`src/design/hsw_pkg.sv`:
```
// ----------------------------------------------------------------------------
// hsw_pkg: shared types and constants of the heartbeat stall watchdog
// Event kinds, judgement codes, register indexes and the result record that
// moves from the front end through the queue to the output stage.
// ----------------------------------------------------------------------------
package hsw_pkg;

    // Event kinds carried on the input tuser
    typedef enum logic [1:0] {
        MODE_HEARTBEAT = 2'd0,
        MODE_CHECK     = 2'd1,
        MODE_START     = 2'd2
    } t_mode;

    // Judgement of one check
    typedef enum logic [2:0] {
        ST_DISABLED  = 3'd0,
        ST_PROGRESS  = 3'd1,
        ST_FORGIVEN  = 3'd2,
        ST_CONFIRM   = 3'd3,
        ST_OVERDUE   = 3'd4,
        ST_EARLYWARN = 3'd5,
        ST_HEALTHY   = 3'd6
    } t_status;

    // Configuration port
    localparam int CFG_AW = 1;
    localparam int CFG_DW = 16;
    typedef logic [CFG_AW-1:0] t_cfg_addr;
    localparam t_cfg_addr CFG_DEADLINE = 1'b0;
    localparam t_cfg_addr CFG_ENABLE   = 1'b1;

    // Deadline arithmetic: max(reg, 5) * 1000 fits in 26 bits
    localparam int              DL_W         = 26;
    localparam logic [CFG_DW-1:0] MIN_DEADLINE_S = 16'd5;
    localparam logic [DL_W-1:0] MS_PER_S     = 26'd1000;
    localparam logic [DL_W-1:0] RESET_DL_MS  = 26'd5000;

    // Field widths
    localparam int LAG_W   = 32;
    localparam int TICK_W  = 8;
    localparam logic [TICK_W-1:0] TICK_MAX = 8'hFF;
    localparam int OUT_W   = 48;

    // One result record
    typedef struct packed {
        logic [LAG_W-1:0]  lag_ms;
        t_status           status;
        logic              notify_alive;
        logic              resumed;
        logic              first_warning;
        logic              abort_fire;
        logic [TICK_W-1:0] stale_ticks;
    } t_result;

    // Output tdata bit positions
    localparam int OB_STATUS = 32;
    localparam int OB_FIRE   = 38;

endpackage

```
`src/design/hsw_front.sv`:
```
// ----------------------------------------------------------------------------
// hsw_front: event intake and stall judgement
// Accepts one event a cycle while the queue is not full, updates the watchdog
// state and pushes one result record into the queue for every check event.
// ----------------------------------------------------------------------------
module hsw_front
    import hsw_pkg::*;
#(
    parameter int CONFIRM_TICKS = 3,
    parameter int TIME_WIDTH    = 32
) (
    input  logic              i_clk,
    input  logic              i_rst_n,
    input  logic              i_valid,
    output logic              o_ready,
    input  logic [1:0]        i_mode,
    input  logic [31:0]       i_time_ms,
    input  logic              i_cfg_we,
    input  t_cfg_addr         i_cfg_addr,
    input  logic [CFG_DW-1:0] i_cfg_wdata,
    input  logic              i_q_full,
    output logic              o_push,
    output t_result           o_push_data
);

    localparam int CMP_W = (TIME_WIDTH > DL_W) ? TIME_WIDTH : DL_W;
    localparam logic [TICK_W-1:0] CONFIRM = TICK_W'(CONFIRM_TICKS);

    logic [DL_W-1:0]       r_limit_ms;
    logic                  r_enabled;
    logic [TIME_WIDTH-1:0] r_hb_time,  n_hb_time;
    logic [TIME_WIDTH-1:0] r_chk_time, n_chk_time;
    logic                  r_chk_seen, n_chk_seen;
    logic                  r_pending,  n_pending;
    logic [TICK_W-1:0]     r_over,     n_over;
    logic                  r_forgiven, n_forgiven;
    logic                  r_warned,   n_warned;
    logic                  r_aborted,  n_aborted;

    logic                  w_accept;
    logic [TIME_WIDTH-1:0] w_now;
    logic [TIME_WIDTH-1:0] w_lag;
    logic [TIME_WIDTH-1:0] w_gap;
    logic [CMP_W-1:0]      w_lag_x, w_gap_x, w_dl_x, w_half_x;
    logic [TICK_W-1:0]     w_over_inc;
    logic [CFG_DW-1:0]     w_secs;

    assign o_ready  = !i_q_full;
    assign w_accept = i_valid && o_ready;

    assign w_now   = TIME_WIDTH'(i_time_ms);
    assign w_lag   = w_now - r_hb_time;
    assign w_gap   = r_chk_seen ? (w_now - r_chk_time) : '0;
    assign w_lag_x = CMP_W'(w_lag);
    assign w_gap_x = CMP_W'(w_gap);
    assign w_dl_x  = CMP_W'(r_limit_ms);
    assign w_half_x = CMP_W'(r_limit_ms >> 1);

    assign w_over_inc = (r_over != TICK_MAX) ? r_over + 1'b1 : r_over;
    assign w_secs     = (i_cfg_wdata < MIN_DEADLINE_S) ? MIN_DEADLINE_S : i_cfg_wdata;

    // Configuration: fold the clamp and the seconds-to-ms scale in at write time
    always_ff @(posedge i_clk) begin
        if (!i_rst_n) begin
            r_limit_ms <= RESET_DL_MS;
            r_enabled  <= 1'b0;
        end else if (i_cfg_we) begin
            if (i_cfg_addr == CFG_DEADLINE) begin
                r_limit_ms <= DL_W'(DL_W'(w_secs) * MS_PER_S);
            end
            if (i_cfg_addr == CFG_ENABLE) begin
                r_enabled <= i_cfg_wdata[0];
            end
        end
    end

    always_comb begin
        n_hb_time   = r_hb_time;
        n_chk_time  = r_chk_time;
        n_chk_seen  = r_chk_seen;
        n_pending   = r_pending;
        n_over      = r_over;
        n_forgiven  = r_forgiven;
        n_warned    = r_warned;
        n_aborted   = r_aborted;
        o_push      = 1'b0;
        o_push_data = '0;
        o_push_data.lag_ms = LAG_W'(w_lag);
        o_push_data.status = ST_DISABLED;

        if (w_accept) begin
            unique case (t_mode'(i_mode))
                MODE_HEARTBEAT: begin
                    n_hb_time = w_now;
                    n_pending = 1'b1;
                end
                MODE_START: begin
                    n_hb_time = w_now;
                end
                MODE_CHECK: begin
                    o_push = 1'b1;
                    if (r_enabled) begin
                        n_chk_time = w_now;
                        n_chk_seen = 1'b1;
                        if (r_pending) begin
                            n_pending  = 1'b0;
                            n_over     = '0;
                            n_forgiven = 1'b0;
                            n_warned   = 1'b0;
                            o_push_data.resumed      = r_warned;
                            o_push_data.notify_alive = 1'b1;
                            o_push_data.status       = ST_PROGRESS;
                        end else if (w_gap_x > w_dl_x && !r_forgiven) begin
                            // observer itself was away: forgive once per stall
                            n_forgiven = 1'b1;
                            n_over     = '0;
                            o_push_data.status = ST_FORGIVEN;
                        end else if (w_lag_x > w_dl_x) begin
                            n_over = w_over_inc;
                            if (w_over_inc < CONFIRM) begin
                                o_push_data.status = ST_CONFIRM;
                            end else begin
                                o_push_data.status = ST_OVERDUE;
                                if (!r_aborted) begin
                                    n_aborted = 1'b1;
                                    o_push_data.abort_fire = 1'b1;
                                end
                            end
                        end else if (w_lag_x > w_half_x) begin
                            if (!r_warned) begin
                                n_warned = 1'b1;
                                o_push_data.first_warning = 1'b1;
                            end
                            o_push_data.status = ST_EARLYWARN;
                        end else begin
                            o_push_data.notify_alive = 1'b1;
                            o_push_data.status       = ST_HEALTHY;
                        end
                    end
                    o_push_data.stale_ticks = n_over;
                end
                default: begin
                    // unused kind: drop the event
                end
            endcase
        end
    end

    always_ff @(posedge i_clk) begin
        if (!i_rst_n) begin
            r_hb_time  <= '0;
            r_chk_time <= '0;
            r_chk_seen <= 1'b0;
            r_pending  <= 1'b0;
            r_over     <= '0;
            r_forgiven <= 1'b0;
            r_warned   <= 1'b0;
            r_aborted  <= 1'b0;
        end else begin
            r_hb_time  <= n_hb_time;
            r_chk_time <= n_chk_time;
            r_chk_seen <= n_chk_seen;
            r_pending  <= n_pending;
            r_over     <= n_over;
            r_forgiven <= n_forgiven;
            r_warned   <= n_warned;
            r_aborted  <= n_aborted;
        end
    end

endmodule

```
`src/design/hsw_queue.sv`:
```
// ----------------------------------------------------------------------------
// hsw_queue: two-entry result queue
// Decouples the front end from the output stage so either side can stall.
// ----------------------------------------------------------------------------
module hsw_queue
    import hsw_pkg::*;
(
    input  logic    i_clk,
    input  logic    i_rst_n,
    input  logic    i_push,
    input  t_result i_push_data,
    output logic    o_full,
    input  logic    i_pop,
    output logic    o_not_empty,
    output t_result o_head
);

    t_result    r_mem [2];
    logic       r_wr_ptr;
    logic       r_rd_ptr;
    logic [1:0] r_count;

    assign o_full      = (r_count == 2'd2);
    assign o_not_empty = (r_count != 2'd0);
    assign o_head      = r_mem[r_rd_ptr];

    always_ff @(posedge i_clk) begin
        if (i_push) begin
            r_mem[r_wr_ptr] <= i_push_data;
        end
    end

    always_ff @(posedge i_clk) begin
        if (!i_rst_n) begin
            r_wr_ptr <= 1'b0;
            r_rd_ptr <= 1'b0;
            r_count  <= 2'd0;
        end else begin
            if (i_push) begin
                r_wr_ptr <= !r_wr_ptr;
            end
            if (i_pop) begin
                r_rd_ptr <= !r_rd_ptr;
            end
            case ({i_push, i_pop})
                2'b10:   r_count <= r_count + 2'd1;
                2'b01:   r_count <= r_count - 2'd1;
                default: r_count <= r_count;
            endcase
        end
    end

endmodule

```
`src/design/hsw_back.sv`:
```
// ----------------------------------------------------------------------------
// hsw_back: output register stage
// Pulls result records from the queue and presents them as output beats.
// ----------------------------------------------------------------------------
module hsw_back
    import hsw_pkg::*;
(
    input  logic             i_clk,
    input  logic             i_rst_n,
    input  logic             i_not_empty,
    input  t_result          i_head,
    output logic             o_pop,
    output logic             o_valid,
    input  logic             i_ready,
    output logic [OUT_W-1:0] o_data
);

    logic    r_valid;
    t_result r_data;

    // Load when the register is empty or its beat leaves this cycle
    assign o_pop   = i_not_empty && (!r_valid || i_ready);
    assign o_valid = r_valid;
    assign o_data  = {1'b0, r_data.stale_ticks, r_data.abort_fire, r_data.first_warning,
                      r_data.resumed, r_data.notify_alive, r_data.status, r_data.lag_ms};

    always_ff @(posedge i_clk) begin
        if (o_pop) begin
            r_data <= i_head;
        end
    end

    always_ff @(posedge i_clk) begin
        if (!i_rst_n) begin
            r_valid <= 1'b0;
        end else if (o_pop) begin
            r_valid <= 1'b1;
        end else if (i_ready) begin
            r_valid <= 1'b0;
        end
    end

endmodule

```
`src/design/heartbeat_stall_watchdog.sv`:
```
// ----------------------------------------------------------------------------
// heartbeat_stall_watchdog: heartbeat stall watchdog
// Watches a worker through timestamped heartbeat, start and check events and
// judges each check as disabled, progress, forgiven, healthy, warning, confirming or overdue.
// ----------------------------------------------------------------------------
// Usage:
//   Input channel: s_axis beats, event kind on tuser (heartbeat, check,
//   start), the millisecond timestamp on tdata. Heartbeat and start beats
//   give no output; every check beat gives exactly one output beat.
//   Output channel: m_axis beats carry lag, judgement, the one-shot flags and
//   the stale tick count, packed as listed at the port.
//   Config: write i_cfg_wdata to register i_cfg_addr when i_cfg_we is high
//   (0: deadline in seconds, 1: enable). Write only while no check is in
//   flight. The clamp to 5 s and the ms scaling happen at write time.
//   Timing: the block takes one beat per cycle while the queue is not full.
//   A check passes through the queue and then the output register; the
//   combinational judgement in the front end sets the rate, since each event
//   must see the state the previous one left behind.
//   Stall: when m_axis_tready is low, the output register holds its beat and
//   the two-entry queue behind it fills; s_axis_tready drops once the queue
//   is full and rises as soon as one entry leaves.
//   Reset: synchronous, active low. All watchdog state clears, the deadline
//   returns to 5 s, judgement is disabled and no output beat is pending.
// ----------------------------------------------------------------------------
module heartbeat_stall_watchdog
    import hsw_pkg::*;
#(
    parameter int CONFIRM_TICKS = 3,
    parameter int TIME_WIDTH    = 32
) (
    input  logic              i_clk,
    input  logic              i_rst_n,
    // Input events
    input  logic              s_axis_tvalid,
    output logic              s_axis_tready,
    input  logic [31:0]       s_axis_tdata,   // [31:0] time_ms
    input  logic [1:0]        s_axis_tuser,   // [1:0] mode
    // Check results
    output logic              m_axis_tvalid,
    input  logic              m_axis_tready,
    output logic [OUT_W-1:0]  m_axis_tdata,   // [31:0] lag_ms, [34:32] status,
                                              // [35] notify_alive, [36] resumed,
                                              // [37] first_warning, [38] abort_fire,
                                              // [46:39] stale_ticks, [47] zero
    // Configuration writes
    input  logic              i_cfg_we,
    input  t_cfg_addr         i_cfg_addr,
    input  logic [CFG_DW-1:0] i_cfg_wdata
);

    logic    w_push;
    t_result w_push_data;
    logic    w_q_full;
    logic    w_pop;
    logic    w_not_empty;
    t_result w_head;

    // Front end: classify each event and update the watchdog state
    hsw_front #(
        .CONFIRM_TICKS (CONFIRM_TICKS),
        .TIME_WIDTH    (TIME_WIDTH)
    ) u_front (
        .i_clk       (i_clk),
        .i_rst_n     (i_rst_n),
        .i_valid     (s_axis_tvalid),
        .o_ready     (s_axis_tready),
        .i_mode      (s_axis_tuser),
        .i_time_ms   (s_axis_tdata),
        .i_cfg_we    (i_cfg_we),
        .i_cfg_addr  (i_cfg_addr),
        .i_cfg_wdata (i_cfg_wdata),
        .i_q_full    (w_q_full),
        .o_push      (w_push),
        .o_push_data (w_push_data)
    );

    // Queue: absorb results while the receiver stalls
    hsw_queue u_queue (
        .i_clk       (i_clk),
        .i_rst_n     (i_rst_n),
        .i_push      (w_push),
        .i_push_data (w_push_data),
        .o_full      (w_q_full),
        .i_pop       (w_pop),
        .o_not_empty (w_not_empty),
        .o_head      (w_head)
    );

    // Back end: registered output beats
    hsw_back u_back (
        .i_clk       (i_clk),
        .i_rst_n     (i_rst_n),
        .i_not_empty (w_not_empty),
        .i_head      (w_head),
        .o_pop       (w_pop),
        .o_valid     (m_axis_tvalid),
        .i_ready     (m_axis_tready),
        .o_data      (m_axis_tdata)
    );

endmodule

```
`config.mk`:
```
export PLATFORM = sky130hd
export DESIGN_NAME = heartbeat_stall_watchdog
export DESIGN_NICKNAME = d
export VERILOG_FILES = /design/src/design/hsw_pkg.sv /design/src/design/hsw_front.sv /design/src/design/hsw_queue.sv /design/src/design/hsw_back.sv /design/src/design/heartbeat_stall_watchdog.sv
export SDC_FILE = /design/constraint.sdc
export NUM_CORES = 1
export LEC_CHECK = 0
export ABC_AREA = 0
export BUFFER_PORTS_ARGS = -buffer_cell sky130_fd_sc_hd__buf_2
export CORE_MARGIN = 10
export CORE_UTILIZATION = 56
export DETAILED_ROUTE_END_ITERATION = 16
export GPL_ROUTABILITY_DRIVEN = 0
export MAX_ROUTING_LAYER = met4
export PLACE_DENSITY = 0.77
export SLEW_MARGIN = 15
export SYNTH_ARGS = -nofsm -noshare
export SYNTH_HDL_FRONTEND = slang
export SYNTH_SLANG_ARGS = --single-unit
```
`constraint.sdc`:
```
create_clock -name i_clk -period 6.2 [get_ports i_clk]
set_input_delay 0.31 -clock i_clk [delete_from_list [all_inputs] [get_ports i_clk]]
set_output_delay 0.31 -clock i_clk [all_outputs]
set_load 0.05 [all_outputs]
```
==> run summary <==
count of warnings emitted by yosys -> 0
post-synth cell types -> 81
unrepaired setup endpoints after global routing -> false
Seq/Total Area, Yosys -> 36.71%
WS Path Type -> in2reg
cts bufs inserted -> 26
largest net degree at the start of global routing -> 64
crit share post-route -> 93.59%
ys flop type -> edfxtp_1
final setup vio count -> 0
Chip Width -> 195.8 microns
most frequent cells in the layout -> nand2_1, inv_1, ha_1
synthesized area per cell -> 9.374 sq um
Fin Clk Skew -> 0.01630 ns
worst hold slack -> 0.02453 ns
Power Density -> 365.3 mW/mm^2
TritonCTS Sinks -> 247
Max Cap Viol -> 0
type of origin of the critical path -> primary input
WP data arrival -> 6.25 ns
Port Buffer Count -> 104
worst rel slew slack -> 23.38%
Netlist Area Pre-Place -> 0.01731 sq mm
ANT nets after route -> 0
Root Buffer -> clkbuf_16
worst skew pair latency -> 0.55 ns
worst hold path class -> in2reg
GRT Util Overall -> 22.09%
Cells after Synth -> 1,847
Final Max Tran Viols -> 0
Fmax -> 172.3 MHz
total power -> 6998 uW
DRT Wirelength -> 42.40 mm
number of H-tree levels -> 1
area delta synth->final -> 10.66%
Tmin final -> 5.803 ns
io pins -> 106
Chip Height -> 195.8 microns
maximum VDD drop -> 0.2460 mV
Detailed Place HPWL -> 32.46 mm
drt initial violations -> 1,374
FF+latch count, synth -> 247
initial core utilization -> 56.75%
post-DR wirelength/cell -> 17.96 microns
crit end category -> flip-flop
antenna violations before repair -> 1
first-pass GRT wire length -> 68.63 mm
layout cells sized above 1 -> 12.93%
area of the die -> 0.03835 sq mm
grt ovf -> 0
Final Hold Fails -> 0
WP data required -> 6.64 ns
core area -> 0.03051 sq mm
CTS tree -> built
status -> completed
Post-synth EDFFs -> 141
most common cell after layout, fill and taps aside -> nand2_1
Worst-Margin Slew -> 1.149 ns
Detailed Routing Iterations Pass 1 -> 6
vias in the first global route -> 13.52k
hold_buf cts -> 0
crit-path max FO -> 4
Final nets -> 2,242
syn nets -> 2,145
clk buf depth -> 3
drt via density -> 5.896
via count -> 13.92k
async set-reset flop share out of synthesis -> 0%
DRC errors left -> 0
clk slew on worst S/H paths -> 0.06 ns
P_leak -> 0.007716 uW
Cell Rows -> 64
end-of-flow core utilization -> 62.80%
fillers -> 2,476
cell usage after synthesis (22+ instances only):
| cell | instances | area share (%) |
|---|---|---|
| o21ai_0 | 60 | 1.7 |
| clkbuf_1 | 63 | 1.4 |
| and2_1 | 26 | 0.94 |
| nand4_1 | 30 | 1.1 |
| xor2_1 | 22 | 1.1 |
| edfxtp_1 | 141 | 24 |
| o21a_1 | 24 | 1.0 |
| fa_1 | 55 | 6.4 |
| ha_1 | 187 | 14 |
| a21oi_1 | 183 | 5.3 |
| nor2_1 | 95 | 2.1 |
| xnor2_1 | 47 | 2.4 |
| nand3_1 | 28 | 0.81 |
| dfxtp_1 | 106 | 12 |
| nand2_1 | 238 | 5.2 |
| nor3_1 | 34 | 0.98 |
| mux2_2 | 48 | 3.1 |
| inv_1 | 199 | 4.3 |
| a21o_1 | 38 | 1.6 |
power breakdown:
group	total [uW]	internal (uW)	switching, uW
Combinational	3340	1270	2080
Sequential	2150	2050	92.6
Clock	1510	872	635
layout make-up:
cell class | count | area (sq um) | area share (%)
repair buffers | 137 | 768.2 | 4.010
clock inverters | 11 | 90.09 | 0.4702
diodes | 1 | 2.502 | 0.01306
clock buffers | 37 | 742.0 | 3.873
well taps | 396 | 495.5 | 2.586
inverters | 200 | 750.7 | 3.918
flip-flops and latches | 247 | 6357 | 33.18
multi-input cells | 1332 | 9953 | 51.95
routing by layer:
layer  global-route usage, %  share of wire, %  routed length, microns  up-vias
met1                   29.24                45                   19070     6658
met5                       -                 0                       0        -
li1                        -                 -                       -     6680
met3                   2.916               6.6                    2805       79
met2                   35.16                46                   19480      503
met4                   5.798               2.5                    1039        0
critical path, stage by stage:
cell,delay [ns]
buf_2,0.10
inv_1,0.08
ha_1,0.18
nor4b_1,0.32
nand4_1,0.27
and2_1,0.30
fa_1,0.54
inv_1,0.05
fa_1,0.44
fa_1,0.50
fa_1,0.55
inv_1,0.04
ha_1,0.30
nor3_1,0.17
nor2_1,0.11
a31o_2,0.26
o41a_1,0.33
a2111oi_1,0.38
buf_4,0.19
o21bai_1,0.06
a21oi_1,0.18
o21ai_0,0.14
or3_1,0.36
o311ai_0,0.09
metrics by stage:
stage	std cells	TNS, ns	cell area [sq um]	setup WS (ns)
after global placement	2312	0	18320	0.07208
final	2361	0	19160	0.3971
after CTS	2360	0	19160	0.4520
after detailed placement	2312	-0.1191	18320	-0.08792
after floorplan	1847	0	17310	0.3253
after global routing	2361	0	19160	0.06769
state kept, by name, indices dropped and copies added (netlist names), 2 cells and up:
register and cells:
u_back.o_data 47, u_front.r_chk_time 32, u_front.r_hb_time 32, u_front.r_limit_ms 23
u_front.r_over 8, u_queue.r_count 2, u_queue.r_mem 94
repair_timing:
action / 4_1_cts / 5_1_grt
endpoints found under the setup margin: 0 / 1
setup buffers: 0 / 0
gates resized for setup: 0 / 1
cells by family (layout without fill, tap and decap cells):
logic type | Yosys count | after routing | share of synthesized area, %
other | 1 | 2 | 0.02166
buffers and inverters | 268 | 385 | 5.933
DFF | 247 | 247 | 36.71
xor gates and xnor gates | 70 | 70 | 3.584
adders and majority gates | 242 | 242 | 19.87
and+or+nand+nor | 541 | 541 | 14.64
muxes | 52 | 52 | 3.353
AOI/OAI and AO/OA | 426 | 426 | 15.88
worst paths after layout:
kind	start	end	slack [ns]	cells after the start
setup / recovery	i_cfg_wdata[14]	u_front.r_limit_ms[25]	0.40	24
hold / removal	s_axis_tdata[0]	u_front.r_chk_time[0]	0.02	3
setup reg to reg	u_front.r_hb_time[0]	u_queue.r_mem[0][4]	0.53	23
hold reg to reg	u_front.r_hb_time[12]	u_front.r_hb_time[12]	0.45	2
No activity file was read; power rests on OpenSTA's default activity.
